### src/assert_macros.svh
// Assertion macros used by the RTL of the bitplane to chunky palette unit.
// No dependencies; included by the unit's top module, which carries concurrent checks.
`ifndef ASSERT_MACROS_SVH
`define ASSERT_MACROS_SVH
`ifndef SYNTHESIS
// check gated off while reset is asserted
`define BPC_ASSERT(lbl, clk, rstn, prop) \
  lbl: assert property (@(posedge clk) disable iff (!rstn) prop) \
    else $error("bpc assertion failed");
// check that also runs during reset
`define BPC_ASSERT_RST(lbl, clk, prop) \
  lbl: assert property (@(posedge clk) prop) \
    else $error("bpc reset assertion failed");
`else
`define BPC_ASSERT(lbl, clk, rstn, prop)
`define BPC_ASSERT_RST(lbl, clk, prop)
`endif
`endif

### src/bpc_pkg.sv
// Shared types, constants and helpers for the bitplane to chunky palette unit.
// No dependencies.
`default_nettype none
package bpc_pkg;

  localparam int PLANE_COUNT = 4;   // planes that contribute index bits
  localparam int PLANE_BYTES = 4;   // plane bytes carried per beat
  localparam int SLOT_W      = 4;
  localparam int WORD_W      = 16;
  localparam int RGB_W       = 12;
  localparam int NIB_W       = 4;
  localparam int LEVEL_W     = 8;
  localparam int IDX_W       = 4;
  localparam int PAL_DEPTH   = 16;
  localparam int PIXELS      = 8;
  localparam int CNT_W       = 3;
  localparam int IN_TDATA_W  = 56;
  localparam int OUT_TDATA_W = 32;

  typedef enum logic [0:0] {
    ACT_PALETTE = 1'b0,
    ACT_PIXEL   = 1'b1
  } action_t;

  typedef enum logic [1:0] {
    STAT_OK         = 2'd0,
    STAT_REJECT     = 2'd1,
    STAT_UNWRITTEN  = 2'd2
  } status_t;

  typedef struct packed {
    logic              we;
    logic [SLOT_W-1:0] slot;
    logic [RGB_W-1:0]  rgb;
  } pal_wr_t;

  typedef struct packed {
    logic             hit;
    logic [RGB_W-1:0] rgb;
  } pal_rd_t;

  // nibble * 17 is the nibble repeated
  function automatic logic [LEVEL_W-1:0] level_of(input logic [NIB_W-1:0] n);
    level_of = {n, n};
  endfunction

endpackage
`default_nettype wire

### src/bitplane_to_chunky_palette_unit.sv
// Bitplane to chunky converter with a 16-entry 12-bit RGB palette; uses bpc_pkg,
// bpc_palette and assert_macros.svh. A palette-write beat (tuser 0) gives one
// result beat; a pixel beat (tuser 1) gives eight, leftmost pixel first, with
// tlast on the eighth. Each result leaves through an output register in the cycle
// after its turn; a pixel beat holds the block for all eight results and a palette
// write for its one. One result is issued per cycle while out_tready allows. The
// next input beat is taken in the cycle the previous item's final result is
// issued, so items stream without gaps. Palette writes take effect before the
// next item is looked up.
`default_nettype none
`include "assert_macros.svh"
module bitplane_to_chunky_palette_unit (
  input  wire logic                              clk,
  input  wire logic                              rst_n,
  input  wire logic                              in_tvalid,
  output logic                                   in_tready,
  // [3:0] color_slot, [19:4] color_word, [27:20] plane_zero_byte,
  // [35:28] plane_one_byte, [43:36] plane_two_byte, [51:44] plane_three_byte
  input  wire logic [bpc_pkg::IN_TDATA_W-1:0]    in_tdata,
  // [0] action
  input  wire logic                              in_tuser,
  output logic                                   out_tvalid,
  input  wire logic                              out_tready,
  // [3:0] pixel_index, [11:4] red_level, [19:12] green_level, [27:20] blue_level
  output logic [bpc_pkg::OUT_TDATA_W-1:0]        out_tdata,
  // [1:0] status
  output logic [1:0]                             out_tuser,
  output logic                                   out_tlast
);

  // work register
  logic                                   work_vld_r, work_vld_nxt;
  bpc_pkg::action_t                       act_r;
  logic [bpc_pkg::SLOT_W-1:0]             slot_r;
  logic [bpc_pkg::WORD_W-1:0]             word_r;
  logic [bpc_pkg::PLANE_BYTES-1:0][7:0]   planes_r;
  logic [bpc_pkg::CNT_W-1:0]              bit_r, bit_nxt;

  // result register
  logic                                   out_vld_r, out_vld_nxt;
  logic [bpc_pkg::OUT_TDATA_W-1:0]        out_data_r, out_data_nxt;
  bpc_pkg::status_t                       out_stat_r, out_stat_nxt;
  logic                                   out_last_r, out_last_nxt;

  logic                                   in_fire;
  logic                                   adv;
  logic                                   last_res;
  logic                                   reject;
  logic [bpc_pkg::CNT_W-1:0]              sel;
  logic [bpc_pkg::IDX_W-1:0]              pix_idx;
  logic [bpc_pkg::IDX_W-1:0]              res_idx;
  logic [bpc_pkg::RGB_W-1:0]              res_rgb;
  bpc_pkg::pal_wr_t                       pal_wr;
  bpc_pkg::pal_rd_t                       pal_rd;

  assign adv      = work_vld_r && (!out_vld_r || out_tready);
  assign last_res = (act_r == bpc_pkg::ACT_PALETTE) || (&bit_r);
  assign in_tready = !work_vld_r || (adv && last_res);
  assign in_fire  = in_tvalid && in_tready;
  assign reject   = |word_r[bpc_pkg::WORD_W-1:bpc_pkg::RGB_W];
  assign sel      = ~bit_r;

  always_comb begin
    pix_idx = '0;
    for (int p = 0; p < bpc_pkg::PLANE_BYTES; p++) begin
      if (p < bpc_pkg::PLANE_COUNT) begin
        pix_idx[p] = planes_r[p][sel];
      end
    end
  end

  bpc_palette u_palette (
    .clk    (clk),
    .rst_n  (rst_n),
    .wr     (pal_wr),
    .rd_idx (pix_idx),
    .rd     (pal_rd)
  );

  always_comb begin
    pal_wr.we    = 1'b0;
    pal_wr.slot  = slot_r;
    pal_wr.rgb   = word_r[bpc_pkg::RGB_W-1:0];
    res_idx      = pix_idx;
    res_rgb      = '0;
    out_stat_nxt = bpc_pkg::STAT_OK;
    unique case (act_r)
      bpc_pkg::ACT_PALETTE: begin
        res_idx = slot_r;
        if (reject) begin
          out_stat_nxt = bpc_pkg::STAT_REJECT;
        end else begin
          res_rgb   = word_r[bpc_pkg::RGB_W-1:0];
          pal_wr.we = adv;
        end
      end
      bpc_pkg::ACT_PIXEL: begin
        if (pal_rd.hit) begin
          res_rgb = pal_rd.rgb;
        end else begin
          out_stat_nxt = bpc_pkg::STAT_UNWRITTEN;
        end
      end
    endcase
    out_data_nxt = {4'b0,
                    bpc_pkg::level_of(res_rgb[3:0]),
                    bpc_pkg::level_of(res_rgb[7:4]),
                    bpc_pkg::level_of(res_rgb[11:8]),
                    res_idx};
    out_last_nxt = last_res;
  end

  always_comb begin
    work_vld_nxt = work_vld_r;
    bit_nxt      = bit_r;
    if (in_fire) begin
      work_vld_nxt = 1'b1;
      bit_nxt      = '0;
    end else if (adv) begin
      work_vld_nxt = !last_res;
      bit_nxt      = bit_r + 1'b1;
    end
    out_vld_nxt = out_vld_r && !out_tready;
    if (adv) begin
      out_vld_nxt = 1'b1;
    end
  end

  always_ff @(posedge clk) begin
    if (!rst_n) begin
      work_vld_r <= 1'b0;
      bit_r      <= '0;
      out_vld_r  <= 1'b0;
    end else begin
      work_vld_r <= work_vld_nxt;
      bit_r      <= bit_nxt;
      out_vld_r  <= out_vld_nxt;
    end
  end

  always_ff @(posedge clk) begin
    if (in_fire) begin
      act_r       <= bpc_pkg::action_t'(in_tuser);
      slot_r      <= in_tdata[3:0];
      word_r      <= in_tdata[19:4];
      planes_r[0] <= in_tdata[27:20];
      planes_r[1] <= in_tdata[35:28];
      planes_r[2] <= in_tdata[43:36];
      planes_r[3] <= in_tdata[51:44];
    end
    if (adv) begin
      out_data_r <= out_data_nxt;
      out_stat_r <= out_stat_nxt;
      out_last_r <= out_last_nxt;
    end
  end

  assign out_tvalid = out_vld_r;
  assign out_tdata  = out_data_r;
  assign out_tuser  = out_stat_r;
  assign out_tlast  = out_last_r;

  `BPC_ASSERT(a_fire_loads_work, clk, rst_n, in_fire |=> work_vld_r && (bit_r == '0))
  `BPC_ASSERT(a_last_issues_tlast, clk, rst_n, (adv && last_res) |=> out_tvalid && out_tlast)
  `BPC_ASSERT(a_reject_flagged, clk, rst_n,
    (adv && act_r == bpc_pkg::ACT_PALETTE && reject) |=>
      out_tuser == bpc_pkg::STAT_REJECT && out_tdata[bpc_pkg::OUT_TDATA_W-1:4] == '0)
  `BPC_ASSERT(a_no_accept_mid_item, clk, rst_n,
    (work_vld_r && !(adv && last_res)) |-> !in_tready)
  `BPC_ASSERT_RST(a_reset_clears, clk, !rst_n |=> !out_tvalid && !work_vld_r)

endmodule
`default_nettype wire

### src/bpc_palette.sv
// 16-entry 12-bit RGB palette with per-entry written flags.
// Depends on bpc_pkg.
`default_nettype none
module bpc_palette (
  input  wire logic                       clk,
  input  wire logic                       rst_n,
  input  wire bpc_pkg::pal_wr_t           wr,
  input  wire logic [bpc_pkg::IDX_W-1:0]  rd_idx,
  output bpc_pkg::pal_rd_t                rd
);

  logic [bpc_pkg::RGB_W-1:0]     store_r [bpc_pkg::PAL_DEPTH];
  logic [bpc_pkg::PAL_DEPTH-1:0] written_r;
  logic [bpc_pkg::PAL_DEPTH-1:0] written_nxt;

  always_comb begin
    written_nxt = written_r;
    if (wr.we) begin
      written_nxt[wr.slot] = 1'b1;
    end
  end

  always_ff @(posedge clk) begin
    if (!rst_n) begin
      written_r <= '0;
    end else begin
      written_r <= written_nxt;
    end
  end

  always_ff @(posedge clk) begin
    if (wr.we) begin
      store_r[wr.slot] <= wr.rgb;
    end
  end

  always_comb begin
    rd.hit = written_r[rd_idx];
    rd.rgb = rd.hit ? store_r[rd_idx] : '0;
  end

endmodule
`default_nettype wire

### config.mk
export PLATFORM = sky130hd
export DESIGN_NAME = bitplane_to_chunky_palette_unit
export DESIGN_NICKNAME = d
export VERILOG_FILES = /design/src/bpc_pkg.sv /design/src/bitplane_to_chunky_palette_unit.sv /design/src/bpc_palette.sv
export VERILOG_INCLUDE_DIRS = /design/src /design/src/src
export SDC_FILE = /design/constraint.sdc
export NUM_CORES = 1
export LEC_CHECK = 0
export ABC_CLOCK_PERIOD_IN_PS = 4100
export BUFFER_PORTS_ARGS = -buffer_cell sky130_fd_sc_hd__buf_2
export CAP_MARGIN = 20
export CORE_ASPECT_RATIO = 1.1
export CORE_UTILIZATION = 50
export CTS_CLUSTER_DIAMETER = 100
export DETAILED_ROUTE_END_ITERATION = 6
export MAX_ROUTING_LAYER = met4
export PLACE_DENSITY = 0.7
export SLEW_MARGIN = 20
export SYNTH_ARGS = -nofsm -noshare
export SYNTH_HDL_FRONTEND = slang
export SYNTH_HIERARCHICAL = 1
export SYNTH_SLANG_ARGS = --single-unit
### constraint.sdc
create_clock -name clk -period 4.1 [get_ports clk]
set_input_delay 0.82 -clock clk [delete_from_list [all_inputs] [get_ports clk]]
set_output_delay 0.82 -clock clk [all_outputs]
set_load 0.02 [all_outputs]
==> metrics.csv, run 1 <==
metric;value;unit
CP Class;reg -> reg;
Slew Limit Headroom;34.7;%
routed vias/inst;5.77;
# diodes;0;
max frequency;0.271;GHz
Reg area;8350;um^2
largest net degree at the start of global routing;53;
Reg2Reg Setup Slack;410;ps
sequential area share after synthesis;75.3;%
post-route ant nets;0;
Worst EP required;4360;ps
dpl hpwl;13.5;mm
#FFs+latches synth;285;
wire per inst;22.9;um
Max stage delay on crit path;960;ps
Post-synth EDFFs;264;
post-CTS setup buffers;0;
Area contributors post-synth;edfxtp_1, mux4_2, dfxtp_1;
clock skew;21.9;ps
P&R area growth vs syn;15.3;%
Initial Util;51.5;%
Ports;98;
worst slew pin tran;978;ps
clock root buffer;clkbuf_16;
top_reg_cell synth;edfxtp_1;
top-area cell type share of the netlist area;71.5;%
final hold viol count;0;
setup violation total in the final timing report;0;
cell family with the largest share of critical-path delay;flip-flops;
Power Dens Cells;486;nW/um^2
layout cells sized above 1;33.1;%
Final Max Slew Viols;0;
total track usage;20.9;%
RSZ-0062 raised after global routing;false;
status;complete, no violations;
CTS clk-pin slew, worst paths;60;ps
total routed wirelength;22.1;mm
initial antenna violation count;0;
area of the multi-input gates;2430;um^2
first-pass GRT wire length;33.4;mm
CTS tree;done;
period utilization;90.0;%
CTS sink cnt;285;
Pre-antenna DRT Iters;5;
Max VDD drop;0.356;mV
CTS hold repair buffers;0;
cell accounting for the most synthesized area;edfxtp_1;
Hold Crit Class;in -> reg;
Worst Setup End Kind;flip-flop;
full die area;22800;um^2
post-placement setup slack;390;ps
CP cell instances;mux2i_1 > a22oi_1 > and2_4 > mux4_2 > a22o_2 > nor2_8 > inv_2 > and2_1 > buf_4 > a22o_1;
Netlist Area Pre-Place;11100;um^2
asr flop ratio synth;0;%
Die Span X;144;um
Data arrival, critical path;3960;ps
filler cell count;1552;
crit path max fanout;19;
Inserted Clock Buffers;28;
Die H;158;um
Remaining DRCs;0;
Cell variety after synth;43;
static leakage;0.00432;uW
worst path bufs/invs;2;
crit path launch type;flip-flop;
gr ovfl total;0;
Nets;715;
Buffers on Ports;89;
drt first-iter violations;513;
clk_lat worst skew;530;ps
total number of vias;5563;
Synth Area per Inst;20.4;um^2
CTS HTree Levels;1;
PnR worst setup slack;409;ps
synthesized instance count;542;
slowest CP cell;dfxtp_1;
Max Cap Viol;0;
post-cts sizing count;0;
Sum Neg Setup Slack;0;ps
Synth Warn #;6;
number of global-route vias before repair;5711;
fin crit period;3690;ps
Core ar.;21500;um^2
Site Rows;56;
GPL Wtd Cong;0.763;
worst-case clock buffer depth;3;
[registers in the layout (all words and copies together), names as in the netlist]
name / cells
out_tlast: 1
out_tuser: 2
u_palette/written_r: 16
word_r: 16
out_tdata: 16
slot_r: 4
act_r: 1
planes_r: 32
u_palette/store_r: 192
work_vld_r: 1
bit_r: 3
out_tvalid: 1
[synth_stat cells (3+ instances only)]
master and count:
buf_4 17, a22oi_1 30, o21ai_0 3, mux4_2 43, buf_12 4, nor3_1 4, nand2b_1 4, nor2_1 16
o21a_1 16, edfxtp_1 264, dfxtp_1 21, clkbuf_1 7, nand2_1 3, nor2b_1 10, buf_6 5, a22o_1 12
a21oi_2 9, a31o_1 3, nand3_1 3, buf_2 6, and2_1 7, mux4_1 9, a21oi_1 5, mux2i_1 16
[report_power, final]
part	total [uW]	switching (uW)	internal, uW
clock network	2590	1010	1580
registers	3290	52.8	3230
logic	331	183	148
total	6210	1250	4960
[routing by layer]
layer / vias to the layer above / wire, um / global-route usage (%)
met2: 270 / 11100 / 34.3
li1: 2434 / - / -
met4: 0 / 509 / 6.74
met3: 38 / 1540 / 3.51
met1: 2821 / 8930 / 26.7
met5: - / 0 / -
[cells by family (layout without fill, tap and decap cells)]
kind of cell	count (synthesis)	in the layout	synth area share, %
other cells	1	4	0.0338
fa+ha+maj	2	2	0.226
buf+inv	44	173	3.06
simple gates	56	56	2.91
compound gates	86	86	6.12
flops	285	285	75.3
mux	68	68	12.3
[worst reg2reg max path, stage by stage, from the launching register on]
cell and delay [ps]:
dfxtp_1 960, mux2i_1 180, a22oi_1 310, and2_4 370
mux4_2 580, a22o_2 300, nor2_8 90, inv_2 40
and2_1 140, buf_4 200, a22o_1 270
[cells in the final DEF, fill, tap and decap left out, types with 3 or more instances in the layout]
cell	synthesis	routed
a21oi_1	5	5
a21oi_2	9	9
a22o_1	12	12
a22oi_1	30	30
a31o_1	3	3
and2_1	7	5
buf_2	6	89
buf_4	17	27
bufinv_16	0	4
clkbuf_1	7	8
clkbuf_16	0	29
clkinv_1	0	7
conb_1	1	4
dfxtp_1	21	21
edfxtp_1	264	264
mux2i_1	16	16
mux4_1	9	9
mux4_2	43	43
nand2_1	3	3
nand2b_1	4	4
nand3_1	3	3
nor2_1	16	15
nor2b_1	10	10
nor3_2	0	4
o21a_1	16	16
o21ai_0	3	3
[worst paths after layout]
path / startpoint / cells after the start / end
worst max-delay path: bit_r[0] / 10 / out_tdata[8]
worst min-delay path: in_tdata[29] / 1 / planes_r[9]
worst max register to register: bit_r[0] / 10 / out_tdata[8]
worst min register to register: u_palette/written_r[8] / 1 / u_palette/written_r[8]
[through the flow]
stage / cell area, um^2 / total power, uW / hold WS, ps / cells / util (%)
2_1_floorplan: 11100 / 3580 / 435 / 545 / -
3_3_place_gp: 11800 / 3670 / 443 / 912 / 55.0
3_5_place_dp: 11800 / 3680 / 452 / 912 / 55.0
4_1_cts: 12800 / 6250 / 446 / 964 / 59.4
5_1_grt: 12800 / 6400 / 441 / 964 / 59.4
6_report: 12800 / 6210 / 460 / 964 / 59.4
[layout make-up]
type,count,area share [%]
clock buffer,39,6.13
clock inverter,13,1.27
inverter,4,0.118
multi-input combinational,216,19.0
sequential,285,65.4
tap,290,2.84
timing repair buffer,117,5.23
Note: power is estimated with default switching activity, not from simulation.
==> run 2: changes to the inputs <==
--- a/config.mk
+++ b/config.mk
@@ -11,8 +11,10 @@
 export CAP_MARGIN = 20
 export CORE_ASPECT_RATIO = 1.1
 export CORE_UTILIZATION = 50
+export CTS_BUF_LIST = sky130_fd_sc_hd__clkbuf_4 sky130_fd_sc_hd__clkbuf_8
 export CTS_CLUSTER_DIAMETER = 100
 export DETAILED_ROUTE_END_ITERATION = 6
+export HOLD_SLACK_MARGIN = 0.06
 export MAX_ROUTING_LAYER = met4
 export PLACE_DENSITY = 0.7
 export SLEW_MARGIN = 20
==> run 2 against run 1 <==
  * Flip-flop and latch count unchanged
  * Worst hold slack worse by 18 ps
  * Setup slack got worse by 59 ps
  * Global-route usage up 0.27 points
  * Count of clock-buffer cells in the layout rose by 22
  * Sequential share of layout area is 0.52 points higher
  * Die area stayed put
  * First-iteration DRC count is 14% higher
  * Clock skew increased by 2.2 ps
  * Combinational power hardly changed
  * Total power is 4.8% lower
  * Clock power down 12%
  * Largest power group unchanged
==> metrics.csv, run 2 (synthesis results as in run 1) <==
metric;value;unit;change
Die H;158;um;unchanged
Slew Limit Headroom;33.2;%;-1.5 points
first-pass GRT wire length;33.5;mm;+0.35%
static leakage;0.00431;uW;-0.15%
wire per inst;22.4;um;-2.4%
CTS hold repair buffers;0;;unchanged
Buffers on Ports;89;;unchanged
setup violation total in the final timing report;0;;unchanged
RSZ-0062 raised after global routing;false;;
drt first-iter violations;586;;+14%
clock skew;24.1;ps;+2.18 ps
Initial Util;51.5;%;unchanged
Data arrival, critical path;4020;ps;+60 ps
total track usage;21.2;%;+0.27 points
reg2reg path depth;10;;unchanged
sequential power share;55.6;%;+2.7 points
layout cells sized above 1;36.4;%;+3.3 points
post-placement setup slack;390;ps;unchanged
status;complete, no violations;;
Sum Neg Setup Slack;0;ps;unchanged
CP Class;reg -> reg;;
final hold viol count;0;;unchanged
Hold Crit Class;in -> reg;;
CP cell instances;mux2i_1 > a22oi_1 > and2_4 > mux4_2 > a22o_2 > nor2_8 > inv_2 > and2_1 > buf_4 > a22o_1;;
# diodes;0;;unchanged
Die Span X;144;um;unchanged
cell area after layout;12700;um^2;-0.79%
crit path max fanout;19;;unchanged
crit path launch type;flip-flop;;
reg2reg end;out_tdata[17];;
CTS sink cnt;285;;unchanged
fin crit period;3750;ps;+59.2 ps
Remaining DRCs;0;;unchanged
clock root buffer;clkbuf_8;;
Worst Setup End Kind;flip-flop;;
gr ovfl total;0;;unchanged
Max VDD drop;0.307;mV;-14%
initial antenna violation count;0;;unchanged
number of flip-flops under the largest register name;192;;unchanged
most frequent cells in the layout;edfxtp_1, buf_2, clkbuf_8;;
full die area;22800;um^2;unchanged
number of global-route vias before repair;5821;;+1.9%
NetSw;1240;uW;-0.26%
met2 usage;33.7;%;-0.51 points
gr busiest metal;met2;;
clock power share;38.8;%;-2.9 points
worst-case clock buffer depth;3;;unchanged
RR Startpoint;bit_r[0];;
area post-placement;11800;um^2;unchanged
crit path from;bit_r[0];;
period utilization;91.5;%;+1.4 points
Comb pwr share;5.6;%;+0.3 points
Power, Total;5910;uW;-4.8%
worst slew pin tran;1000;ps;+22.5 ps
CTS clk-pin slew, worst paths;70;ps;about the same
CTS tree;done;;
Worst EP required;4370;ps;about the same
GPL Wtd Cong;0.763;;unchanged
CTS HTree Levels;2;;+1
Final Max Slew Viols;0;;unchanged
dpl hpwl;13.5;mm;unchanged
max frequency;0.267;GHz;-1.6%
Max stage delay on crit path;980;ps;+20 ps
post-CTS setup buffers;0;;unchanged
met1 Use GR;27.0;%;+0.30 points
Final Non-Filler Cells;985;;+2.2%
Ports;98;;unchanged
capture point of the worst path;out_tdata[17];;
largest net degree at the start of global routing;53;;unchanged
total number of vias;5632;;+1.2%
Pre-antenna DRT Iters;7;;+2
Nets;730;;+2.1%
Power Dens Cells;466;nW/um^2;-4.1%
Placed Cells;912;;unchanged
Max Cap Viol;0;;unchanged
Core ar.;21500;um^2;unchanged
total routed wirelength;22.1;mm;-0.32%
post-cts sizing count;0;;unchanged
Inserted Clock Buffers;43;;+54%
met3 Use GR;4.26;%;+0.76 points
clk_lat worst skew;550;ps;+20 ps
PnR worst setup slack;350;ps;-59.2 ps
Site Rows;56;;unchanged
switch share;21.0;%;+0.97 points
Largest regs;u_palette/store_r (192), planes_r (32);;
filler cell count;1581;;+1.9%
Reg2Reg Setup Slack;350;ps;-60 ps
post-route ant nets;0;;unchanged
Reg with most FFs;u_palette/store_r;;
slowest CP cell;dfxtp_1;;
routed vias/inst;5.72;;-0.92%
Cell Int Power;4660;uW;-6.0%
P&R area growth vs syn;14.3;%;
commonest non-fill, non-tap cell in the layout;edfxtp_1;;
[run 2: cell types whose count changed in the layout (fill, tap and decap cells not counted)]
| cell | previous run | this run |
|---|---|---|
| clkbuf_16 | 29 | 0 |
| clkbuf_1 | 8 | 0 |
| clkinv_4 | 1 | 0 |
| clkbuf_8 | 2 | 45 |
| clkinv_2 | 0 | 3 |
| clkbuf_4 | 0 | 16 |
| bufinv_16 | 4 | 2 |
| clkinv_1 | 7 | 6 |
[run 2: worst min-delay path by stage]
| stage | from | end | slack, ps | cells past startpoint |
|---|---|---|---|---|
| global placement | u_palette/written_r[2] | u_palette/written_r[2] | 440 | 1 |
| finish | in_tdata[28] | planes_r[8] | 440 | 1 |
| global route | in_tdata[28] | planes_r[8] | 420 | 1 |
| detailed placement | u_palette/written_r[14] | u_palette/written_r[14] | 450 | 1 |
| floorplan | u_palette/written_r[14] | u_palette/written_r[14] | 440 | 1 |
| CTS | in_tdata[28] | planes_r[8] | 420 | 1 |
[run 2: per-layer routing]
layer	vias to the layer above	wire length, um
met1	2880	9090
met4	0	587
li1	2473	-
met5	-	0
met2	237	11000
met3	42	1410
[run 2: power by group through the flow]
stage	combinational (uW)	sequential [uW]	clock, uW
detailed placement	335	3350	0
CTS	335	3290	2330
global placement	326	3340	0
floorplan	241	3340	0
global route	358	3290	2460
finish	330	3290	2290
[run 2: critical path, delay by kind of cell (launching register included)]
kind | cells | cell delay [ps]
flip-flops | 1 | 980
AO/OA/AOI/OAI | 3 | 880
multiplexers | 2 | 740
AND/OR/NAND/NOR | 3 | 610
buffers and inverters | 2 | 240
[run 2: layout make-up]
class                      count  area [um^2]  share of cell area, %
multi-input combinational    216         2430                   19.2
clock inverter                12          105                  0.829
sequential                   285         8350                   65.9
clock buffer                  61          739                   5.84
tap                          290          363                   2.86
inverter                       4         15.0                  0.118
timing repair buffer         117          668                   5.27
[run 2: per-stage QoR]
| step | utilization (%) | hold slack (ps) |
|---|---|---|
| finish | 58.9 | 442 |
| global route | 58.9 | 415 |
| CTS | 58.9 | 423 |
| detailed placement | 55.0 | 452 |
| global placement | 55.0 | 443 |
| floorplan | - | 435 |
